### src/hw/rtl/dfp_pkg.sv
// Shared types and constants of the display frame parser.
// No dependencies; every other file of the block refers to it by scoped names.
`timescale 1ns / 1ps

package dfp_pkg;

  localparam int unsigned DigitCount = 20;
  localparam int unsigned DigitW     = 5;
  localparam int unsigned ValueW     = 4;
  localparam int unsigned KindW      = 2;
  localparam int unsigned BoardW     = 2;

  localparam logic [7:0] HeaderByte    = 8'hF0;
  localparam logic [7:0] BroadcastByte = 8'hF1;
  localparam logic [7:0] AddrBase      = 8'd8;
  localparam logic [7:0] AddrLimit     = 8'd89;
  localparam logic [7:0] MaxDigitByte  = 8'd9;

  localparam logic [ValueW-1:0] BlankValue = 4'd10;

  // Width of the rebased address byte and of the board window bounds
  localparam int unsigned OffW = 8;

  typedef enum logic [2:0] {
    PH_HEADER = 3'b001,
    PH_ADDR   = 3'b010,
    PH_DATA   = 3'b100
  } phase_e;

  typedef enum logic [KindW-1:0] {
    KIND_NONE  = 2'd0,
    KIND_DIGIT = 2'd1,
    KIND_ALL   = 2'd2
  } kind_e;

  typedef struct packed {
    kind_e              kind;
    logic [DigitW-1:0]  index;
    logic [ValueW-1:0]  value;
  } result_t;

  typedef struct packed {
    logic       valid;
    logic [7:0] rx_byte;
  } in_item_t;

endpackage

### src/hw/rtl/dfp_in_reg.sv
// Input register of the display frame parser: captures one received byte per transfer.
// Depends on dfp_pkg.
`timescale 1ns / 1ps

module dfp_in_reg (
  input  logic              clk_i,
  input  logic              rst_ni,
  input  logic              in_valid_i,
  input  logic [7:0]        in_byte_i,
  output logic              in_ready_o,
  input  logic              take_i,
  output dfp_pkg::in_item_t item_o
);

  logic       valid_q, valid_d;
  logic [7:0] byte_q, byte_d;

  assign in_ready_o = !valid_q || take_i;

  always_comb begin
    valid_d = valid_q;
    byte_d  = byte_q;
    if (in_ready_o) begin
      valid_d = in_valid_i;
      if (in_valid_i) begin
        byte_d = in_byte_i;
      end
    end
  end

  always_ff @(posedge clk_i or negedge rst_ni) begin
    if (!rst_ni) begin
      valid_q <= 1'b0;
    end else begin
      valid_q <= valid_d;
    end
  end

  always_ff @(posedge clk_i) begin
    byte_q <= byte_d;
  end

  assign item_o.valid   = valid_q;
  assign item_o.rx_byte = byte_q;

endmodule

### src/hw/rtl/dfp_parser.sv
// Frame decode of the display frame parser: parse phase, target and result register.
// Depends on dfp_pkg; fed by dfp_in_reg.
`timescale 1ns / 1ps

module dfp_parser (
  input  logic                           clk_i,
  input  logic                           rst_ni,
  input  logic                           cfg_we_i,
  input  logic [dfp_pkg::BoardW-1:0]     cfg_board_i,
  input  dfp_pkg::in_item_t              item_i,
  output logic                           take_o,
  output logic                           res_valid_o,
  input  logic                           res_ready_i,
  output dfp_pkg::result_t               res_o
);

  localparam logic [dfp_pkg::OffW-1:0] DigitCountW = dfp_pkg::OffW'(dfp_pkg::DigitCount);

  logic [dfp_pkg::BoardW-1:0] board_q;
  dfp_pkg::phase_e            phase_q, phase_d;
  dfp_pkg::kind_e             tkind_q, tkind_d;
  logic [dfp_pkg::DigitW-1:0] tdigit_q, tdigit_d;
  logic                       rvalid_q, rvalid_d;
  dfp_pkg::result_t           res_q, res_d;

  logic [7:0]                 b;
  logic [dfp_pkg::OffW-1:0]   off;
  logic [dfp_pkg::OffW-1:0]   win_lo;
  logic [dfp_pkg::OffW-1:0]   win_hi;
  logic [dfp_pkg::OffW-1:0]   rel;
  logic                       board_hit;
  logic [dfp_pkg::ValueW-1:0] data_val;

  assign take_o = item_i.valid && (!rvalid_q || res_ready_i);
  assign b      = item_i.rx_byte;

  // Board window: board n owns rebased addresses n*DigitCount up to (n+1)*DigitCount-1
  assign off       = b - dfp_pkg::AddrBase;
  assign win_lo    = dfp_pkg::OffW'(board_q) * DigitCountW;
  assign win_hi    = win_lo + DigitCountW;
  assign rel       = off - win_lo;
  assign board_hit = (b >= dfp_pkg::AddrBase) && (b < dfp_pkg::AddrLimit)
                     && (off >= win_lo) && (off < win_hi);

  assign data_val = ((b == 8'd0) || (b > dfp_pkg::MaxDigitByte)) ? dfp_pkg::BlankValue
                                                                  : b[dfp_pkg::ValueW-1:0];

  always_comb begin
    phase_d     = phase_q;
    tkind_d     = tkind_q;
    tdigit_d    = tdigit_q;
    res_d       = res_q;
    rvalid_d    = rvalid_q;
    if (res_ready_i) begin
      rvalid_d = 1'b0;
    end
    if (take_o) begin
      rvalid_d    = 1'b1;
      res_d.kind  = dfp_pkg::KIND_NONE;
      res_d.index = '0;
      res_d.value = '0;
      unique case (phase_q)
        dfp_pkg::PH_ADDR: begin
          if (b == dfp_pkg::BroadcastByte) begin
            tkind_d  = dfp_pkg::KIND_ALL;
            tdigit_d = '0;
            phase_d  = dfp_pkg::PH_DATA;
          end else if (b < dfp_pkg::AddrBase) begin
            // Low addresses belong to board zero and address no digit
            if (board_q == '0) begin
              tkind_d  = dfp_pkg::KIND_NONE;
              tdigit_d = '0;
              phase_d  = dfp_pkg::PH_DATA;
            end else begin
              phase_d = dfp_pkg::PH_HEADER;
            end
          end else if (board_hit) begin
            tkind_d  = dfp_pkg::KIND_DIGIT;
            tdigit_d = rel[dfp_pkg::DigitW-1:0];
            phase_d  = dfp_pkg::PH_DATA;
          end else begin
            phase_d = dfp_pkg::PH_HEADER;
          end
        end
        dfp_pkg::PH_DATA: begin
          if (tkind_q == dfp_pkg::KIND_DIGIT) begin
            res_d.kind  = dfp_pkg::KIND_DIGIT;
            res_d.index = tdigit_q;
            res_d.value = data_val;
          end else if (tkind_q == dfp_pkg::KIND_ALL) begin
            res_d.kind  = dfp_pkg::KIND_ALL;
            res_d.value = dfp_pkg::BlankValue;
          end
          phase_d = dfp_pkg::PH_HEADER;
        end
        default: begin
          phase_d = (b == dfp_pkg::HeaderByte) ? dfp_pkg::PH_ADDR : dfp_pkg::PH_HEADER;
        end
      endcase
    end
  end

  always_ff @(posedge clk_i or negedge rst_ni) begin
    if (!rst_ni) begin
      board_q  <= '0;
      phase_q  <= dfp_pkg::PH_HEADER;
      tkind_q  <= dfp_pkg::KIND_NONE;
      tdigit_q <= '0;
      rvalid_q <= 1'b0;
    end else begin
      if (cfg_we_i) begin
        board_q <= cfg_board_i;
      end
      phase_q  <= phase_d;
      tkind_q  <= tkind_d;
      tdigit_q <= tdigit_d;
      rvalid_q <= rvalid_d;
    end
  end

  always_ff @(posedge clk_i) begin
    res_q <= res_d;
  end

  assign res_valid_o = rvalid_q;
  assign res_o       = res_q;

endmodule

### src/hw/rtl/display_frame_parser.sv
// Top level of the display frame parser: input register, frame decode, result register.
// Depends on dfp_pkg, dfp_in_reg and dfp_parser.
//
//   channel  direction  signals                        meaning
//   s_axis   in         tvalid tready tdata[7:0]       received byte
//   m_axis   out        tvalid tready tdata[15:0]      one update record per byte
//   cfg      in         cfg_valid_i cfg_ready_o data   board id
//
// One byte per cycle sustained while m_axis does not stall; a byte's result passes through
// the input register and then the result register before it is valid.
// Reset clears the parse phase, the target, the board id and both valid flags.
// A stall on m_axis holds the result register; once the input register is also full,
// s_axis_tready drops in the same cycle as the stall.
`timescale 1ns / 1ps

module display_frame_parser (
  input  logic                        clk_i,
  input  logic                        rst_ni,
  input  logic                        s_axis_tvalid,
  output logic                        s_axis_tready,
  input  logic [7:0]                  s_axis_tdata,   // [7:0] rx_byte
  output logic                        m_axis_tvalid,
  input  logic                        m_axis_tready,
  output logic [15:0]                 m_axis_tdata,   // [1:0] update_kind, [6:2] digit_index,
                                                      // [10:7] digit_value, [15:11] zero
  input  logic                        cfg_valid_i,
  output logic                        cfg_ready_o,
  input  logic [dfp_pkg::BoardW-1:0]  cfg_data_i      // board_id
);

  dfp_pkg::in_item_t item;
  dfp_pkg::result_t  res;
  logic              take;

  assign cfg_ready_o = 1'b1;

  dfp_in_reg u_in_reg (
    .clk_i      (clk_i),
    .rst_ni     (rst_ni),
    .in_valid_i (s_axis_tvalid),
    .in_byte_i  (s_axis_tdata),
    .in_ready_o (s_axis_tready),
    .take_i     (take),
    .item_o     (item)
  );

  dfp_parser u_parser (
    .clk_i       (clk_i),
    .rst_ni      (rst_ni),
    .cfg_we_i    (cfg_valid_i && cfg_ready_o),
    .cfg_board_i (cfg_data_i),
    .item_i      (item),
    .take_o      (take),
    .res_valid_o (m_axis_tvalid),
    .res_ready_i (m_axis_tready),
    .res_o       (res)
  );

  assign m_axis_tdata = {5'd0, res.value, res.index, res.kind};

  // A free output side never stalls the input
  a_no_stall_when_free: assert property (@(posedge clk_i) disable iff (!rst_ni)
    m_axis_tready |-> s_axis_tready)
    else $error("input stalled while output side was ready");

  a_kind_code: assert property (@(posedge clk_i) disable iff (!rst_ni)
    m_axis_tvalid |-> (m_axis_tdata[1:0] != 2'd3))
    else $error("undefined update kind");

  a_digit_range: assert property (@(posedge clk_i) disable iff (!rst_ni)
    (m_axis_tvalid && m_axis_tdata[1:0] == dfp_pkg::KIND_DIGIT) |->
      (m_axis_tdata[6:2] < dfp_pkg::DigitW'(dfp_pkg::DigitCount)) &&
      (m_axis_tdata[10:7] != 4'd0) && (m_axis_tdata[10:7] <= dfp_pkg::BlankValue))
    else $error("digit update out of range");

  a_none_empty: assert property (@(posedge clk_i) disable iff (!rst_ni)
    (m_axis_tvalid && m_axis_tdata[1:0] == dfp_pkg::KIND_NONE) |->
      (m_axis_tdata[10:2] == 9'd0))
    else $error("empty result carries data");

endmodule
### config.mk
export PLATFORM = sky130hd
export DESIGN_NAME = display_frame_parser
export DESIGN_NICKNAME = d
export VERILOG_FILES = /design/src/hw/rtl/dfp_pkg.sv /design/src/hw/rtl/dfp_in_reg.sv /design/src/hw/rtl/dfp_parser.sv /design/src/hw/rtl/display_frame_parser.sv
export SDC_FILE = /design/constraint.sdc
export NUM_CORES = 1
export LEC_CHECK = 0
export BUFFER_PORTS_ARGS = -buffer_cell sky130_fd_sc_hd__clkbuf_2
export CAP_MARGIN = 20
export CORE_MARGIN = 5
export CORE_UTILIZATION = 41
export CTS_CLUSTER_DIAMETER = 200
export CTS_CLUSTER_SIZE = 40
export DETAILED_ROUTE_END_ITERATION = 8
export HOLD_SLACK_MARGIN = 0.06
export PLACE_DENSITY = 0.59
export SLEW_MARGIN = 20
export SYNTH_ARGS = -nofsm -noshare
export SYNTH_HDL_FRONTEND = slang
export SYNTH_SLANG_ARGS = --single-unit
### constraint.sdc
create_clock -name clk_i -period 4.5 [get_ports clk_i]
set_input_delay 0.225 -clock clk_i [delete_from_list [all_inputs] [get_ports clk_i]]
set_output_delay 0.225 -clock clk_i [all_outputs]
set_load 0.02 [all_outputs]
Word-level counts from Yosys, hierarchy flattened
Index checks and enable logic that the tools add are counted.
- output and inout port bits: 19
- bits in writable memories: 0
- input port bits: 15
- bits in registers: 33
- word-level logic and storage cells: 67
- memory bits (read-only): 0
- memories kept: 0
- bits in latches: 0
- reduce and logical (&&, ||, !) cells: 17
- multiplexer cells: 21
- multipliers: 1
- add/sub/neg operators: 3
- bitwise logic cells: 1
- divide/modulo/power cells: 0
- shifts and indexed selects: 0
- order comparisons: 6
- eq/ne operators: 7
- operators by type and width (kind ; count):
    2-to-1 mux 5 bit ; 4
    == test 8 bit, second input constant ; 2
    2-to-1 mux 2 bit ; 6
    2-to-1 mux 3 bit ; 4
    2-to-1 mux 4 bit ; 3
    adder 7 x 5 -> 8 bit, second input constant ; 1
    greater-or-equal comparator 8 x 4 -> 1 bit, second input constant ; 1
    greater-or-equal comparator 8 x 7 -> 1 bit ; 1
    > comparator 8 x 4 -> 1 bit, second input constant ; 1
    zero test 8 bit ; 1
    less-than comparator 8 x 4 -> 1 bit, second input constant ; 1
    less-than comparator 8 x 7 -> 1 bit, second input constant ; 1
    less-than comparator 8 bit ; 1
    subtractor 8 x 4 -> 8 bit, second input constant ; 1
    case mux 3 bit (2 select lines) ; 1
    multiplier 2 x 3 -> 5 bit, second input constant ; 1
    subtractor 5 bit ; 1
    logical AND 1 bit ; 4
    AND reduction 2 bit ; 2
    AND reduction 4 bit ; 1
    == test 3 x 2 -> 1 bit, second input constant ; 1
    == test 3 bit, second input constant ; 1
    logical OR 1 bit ; 3
    2-to-1 mux 1 bit ; 3
    other kinds (9) ; 10

Logic depth before layout (Yosys ltp)
- depth after elaboration: 8
- depth in mapped cells: 11
- gate-level depth less buffers: 9

Hierarchy
Synthesis repeated with hierarchy kept, for this count alone.
- cells, all modules: 161
- area total of the unflattened synthesis: 1816.7 µm²
- by module, submodules not included (module ; seq. area each (µm²) ; instances ; cells each ; area each (µm²)):
    dfp_parser ; 656.9 ; 1 ; 140 ; 1462.7
    dfp_in_reg ; 265.3 ; 1 ; 13 ; 301.5
    display_frame_parser ; 0.0 ; 1 ; 8 ; 52.6

Least setup slack after synthesis
Ideal clock, no wire load.
- kind: flip-flop to flip-flop
- from: register u_in_reg.byte_q[3]
- to: register u_parser.tdigit_q[0] (netlist name)
- buffers on the path: 2
- library setup time: 125 ps
- path slack: 1802 ps
- data required time: 4375 ps
- period minus slack after synthesis: 2698 ps
- stages on the path, launching flop included: 12
- arrival: 2573 ps
- cells stage by stage: edfxtp_1 -> buf_2 -> inv_1 -> ha_1 -> xor2_1 -> ha_1 -> nand4b_1 -> nor3_1 -> a2111oi_0 -> or4_1 -> buf_6 -> mux2_4
- cells in the longest elaborated chain, start to end: 6
- elaborated cells between the ends (all ways): 15
- those cells by class: add/sub (1); order compare (5); eq/ne (2); mux (2); reduce/logical (5)
- RTL lines (what ; line ; source):
    start, declared ; dfp_in_reg.sv:16 ; logic [7:0] byte_q, byte_d;
    start signal, assigned ; dfp_in_reg.sv:40 ; byte_q <= byte_d;
    subtractor 8 x 4 -> 8 bit, or another cell as far along ; dfp_parser.sv:38 ; assign off = b - dfp_pkg::AddrBase;
    greater-or-equal comparator 8 x 7 -> 1 bit / logical AND 1 bit (equally long branches) ; dfp_parser.sv:43, dfp_parser.sv:42 ;
    logical AND 1 bit (2 in series) ; dfp_parser.sv:43 ; && (off >= win_lo) && (off < win_hi);
    nonzero test 3 bit (no source line) ; - ;
    AND reduction 4 bit (no source line) ; - ;
    end signal, assigned ; dfp_parser.sv:116 ; tdigit_q <= tdigit_d;
    end, declared ; dfp_parser.sv:22 ; logic [dfp_pkg::DigitW-1:0] tdigit_q, tdigit_d;
Several ways; a longest one is shown, not always the timed one.
A chain may end at the register's enable or synchronous reset.

Final worst setup path
- from: register u_in_reg.byte_q[3]
- to: register u_parser.tdigit_q[2] (netlist name)
Same word-level chain as after synthesis.

==> qor.yml <==
critPathMaxFanout: 10
syn_area_per_cell_um2: 11.21
worstHoldPathCells: 1
p_per_area_mw_per_mm2: 343.5
synth_top_area_share_pct: 31.21
synth-xor-area-share_pct: 1.916
synth-seq-area-share_pct: 50.44
clock_path_buffers: 2
drive_above_1_share_pct: 20.73
startpoint_type: "flop"
grt_pass1_vias: 1254
syn_inst: 163
drt_iter0_markers: 55
post_cts_buffers: 0
core-area_mm2: 0.004354
setup_viol: 0
initial_core_util_pct: 41.98
placed_area_mm2: 0.001967
grt_usage_pct: 12.02
ir_worst_vdd_uv: 168.3
detail_route.wl_per_cell_um: 13.48
ant_nets: 0
fin_crit_ns: 3.206
synth_cell_types: 43
synth.top_cells.by_area: "edfxtp_1 31%, dfrtp_1 18%, ha_1 8.9%"
area_growth_pct: 12.59
syn_area_mm2: 0.001828
cts_root_buffer: "clkbuf_8"
yosysWarnings: 0
async_flop_share_pct: 42.42
finalInstanceArea_mm2: 0.002058
vias: 1250
drc: 0
required_ns: 4.66
clock-sinks: 33
synth_commonest_cells: "19 x edfxtp_1, 13 x dfrtp_1, 13 x ha_1, 13 x inv_1, 10 x nand2_1"
p_comb_share_pct: 18.1
fmax_ghz: 0.3119
grt_pass1_wl_mm: 5.685
status: "completed"
relSlewSlack_pct: 34.74
route.met2.wl_mm: 1.619
drv_slew: 0
critical_path_class: "reg2reg"
die_h_um: 76.77
p_switching_w: 0.0001927
r2r_slack_ns: 1.29
regArea_um2: 922.1
dp.final_hpwl_mm: 2.612
synth_compound_area_share_pct: 9.240
yosysMostFrequentCell: "edfxtp_1"
highest_layer: "met4"
internal_power_w: 0.0005142
synth_top_cell_by_area: "edfxtp_1"
m1WireLength_mm: 1.427
cap_violations: 0
synthMuxAreaShare_pct: 3.833
p_sw_share_pct: 27.26
cts_resized: 0
post-route-period-util_pct: 71.24
antenna_found_initial: 0
pwr-share-clk_pct: 29.4
die_w_um: 76.77
rsz0062_at_grt: "no"
overflow: 0
ys_ff_latch: 33
multi_input_area_um2: 795.8
setup-tns-final_ns: 0
holdPathEnd: "u_in_reg.byte_q[4]"
drt_pass1_iterations: 5
n_fill_cell: 401
arrival_ns: 3.37
synth_top_family_by_area: "simple AND/OR/NAND/NOR gates"
gp_congestion: 0.8724
worst_pin_slew_ns: 0.9700
insertion_delay_ns: 0.28
grt_max_degree: 15
hold_viol_final: 0
power.leakage_nw: 0.9346
worst_setup_path_end_kind: "flop"
hold_path_class: "in2reg"
synth_fa_ha_area_share_pct: 9.993
h-tree-depth: 2
fin_skew_ns: 0.006048
numPortBuffers: 27
cts_tree: "built"
r2r_end: "u_parser.tdigit_q[2]"
hp-start: "s_axis_tdata[4]"
fin_nets: 221
wl_mm: 3.302
fp-row-count: 24
dieArea_mm2: 0.005894
vias_per_cell: 5.102
yosys_most_used_dff: "edfxtp_1"
numCtsBuffers: 5
ios: 34
rr_worst_depth: 9
yosys.area_share.simple_pct: 17.32
met3WireLength_um: 199
synth_enable_flop_cells: 19
antennaDiodeCount: 0
cts.reportedPaths.clkPinSlew_ns: 0.06
final_util_pct: 47.27
p_seq_share_pct: 52.4
reg2reg_from: "u_in_reg.byte_q[3]"
==> kinds of logic (layout without fill, tap and decap cells) <==
kind of cell | Yosys count | count (layout)
flip-flops | 33 | 33
AND/OR/NAND/NOR | 57 | 57
other | 2 | 6
multiplexers | 5 | 5
buffers and inverters | 23 | 49
AO/OA/AOI/OAI | 25 | 25
XOR/XNOR | 4 | 4
adder cells (fa/ha/maj) | 14 | 14
==> layout by cell type, fill, tap and decap left out, types with 3 or more instances in the layout <==
master and n:
xor2_1 3, dfrtp_1 13, o211ai_1 3, nor4_1 3, ha_1 13, o21ai_0 6, a21oi_1 5, nor3_1 6
nand3_1 5, clkbuf_2 27, conb_1 6, nand2_1 10, mux2_4 4, clkbuf_8 5, nor2b_1 5, nor2_1 7
nand2b_1 5, edfxtp_1 19, and2_1 6, inv_1 13
==> worst max-delay path by stage <==
stage	from	end
3_3_place_gp	u_in_reg.byte_q[3]	u_parser.tdigit_q[3]
5_1_grt	u_in_reg.byte_q[3]	u_parser.tdigit_q[3]
4_1_cts	u_in_reg.byte_q[3]	u_parser.tdigit_q[2]
2_1_floorplan	u_in_reg.byte_q[3]	u_parser.tdigit_q[0]
6_report	u_in_reg.byte_q[3]	u_parser.tdigit_q[2]
3_5_place_dp	u_in_reg.byte_q[3]	u_parser.tdigit_q[2]
==> per-stage QoR <==
stage | setup slack [ns] | std cells | hold slack [ns] | total power [W]
after floorplan | 1.802 | 167 | -0.07059 | 0.0004715
after global placement | 1.451 | 236 | 0.1454 | 0.0005005
after detailed placement | 1.311 | 236 | 0.1542 | 0.0005045
after CTS | 1.282 | 245 | 0.1062 | 0.0007196
after global routing | 1.060 | 245 | 0.1021 | 0.0007485
final | 1.294 | 245 | 0.1169 | 0.0007070
==> state kept, by name, summed over array words and instances, names as in the netlist <==
name	flops
u_in_reg.valid_q	1
u_parser.tdigit_q	5
u_parser.res_o	11
u_parser.phase_q	3
u_parser.board_q	2
u_in_reg.byte_q	8
u_parser.res_valid_o	1
u_parser.tkind_q	2
==> routing by layer <==
| metal | up-vias | GRT usage, % |
|---|---|---|
| met5 | - | 0 |
| met4 | 0 | 4.545 |
| met3 | 9 | 4.098 |
| met2 | 41 | 19.95 |
| met1 | 570 | 14.28 |
| li1 | 630 | - |
==> critical path: stages (launching register included) <==
cell	delay, ns
edfxtp_1	0.52
inv_1	0.26
ha_1	0.22
xor2_1	0.22
ha_1	0.28
nand4b_1	0.10
nor3_1	0.05
a2111oi_0	0.68
or4_1	0.42
mux2_4	0.33
==> area by class of cell <==
class / count / share of cell area [%]
multi-input combinational: 111 / 38.66
clock inverter: 1 / 0.2432
clock buffer: 7 / 3.708
tap: 52 / 3.161
inverter: 13 / 2.371
sequential: 33 / 44.80
timing repair buffer: 28 / 7.052
==> power by group through the flow <==
stage          clock (W)  sequential, W  combinational (W)
2_1_floorplan          0       0.000377          0.0000949
3_3_place_gp           0       0.000376           0.000125
3_5_place_dp           0       0.000377           0.000128
4_1_cts         0.000219       0.000371           0.000129
5_1_grt         0.000228       0.000375           0.000146
6_report        0.000208       0.000371           0.000128
==> what timing repair did <==
action / in CTS / in global routing
hold endpoints to repair: 13 / 0
hold buffers: 1 / 0
endpoints found under the setup margin: 0 / 0
Power figures use the tool's default switching activity.
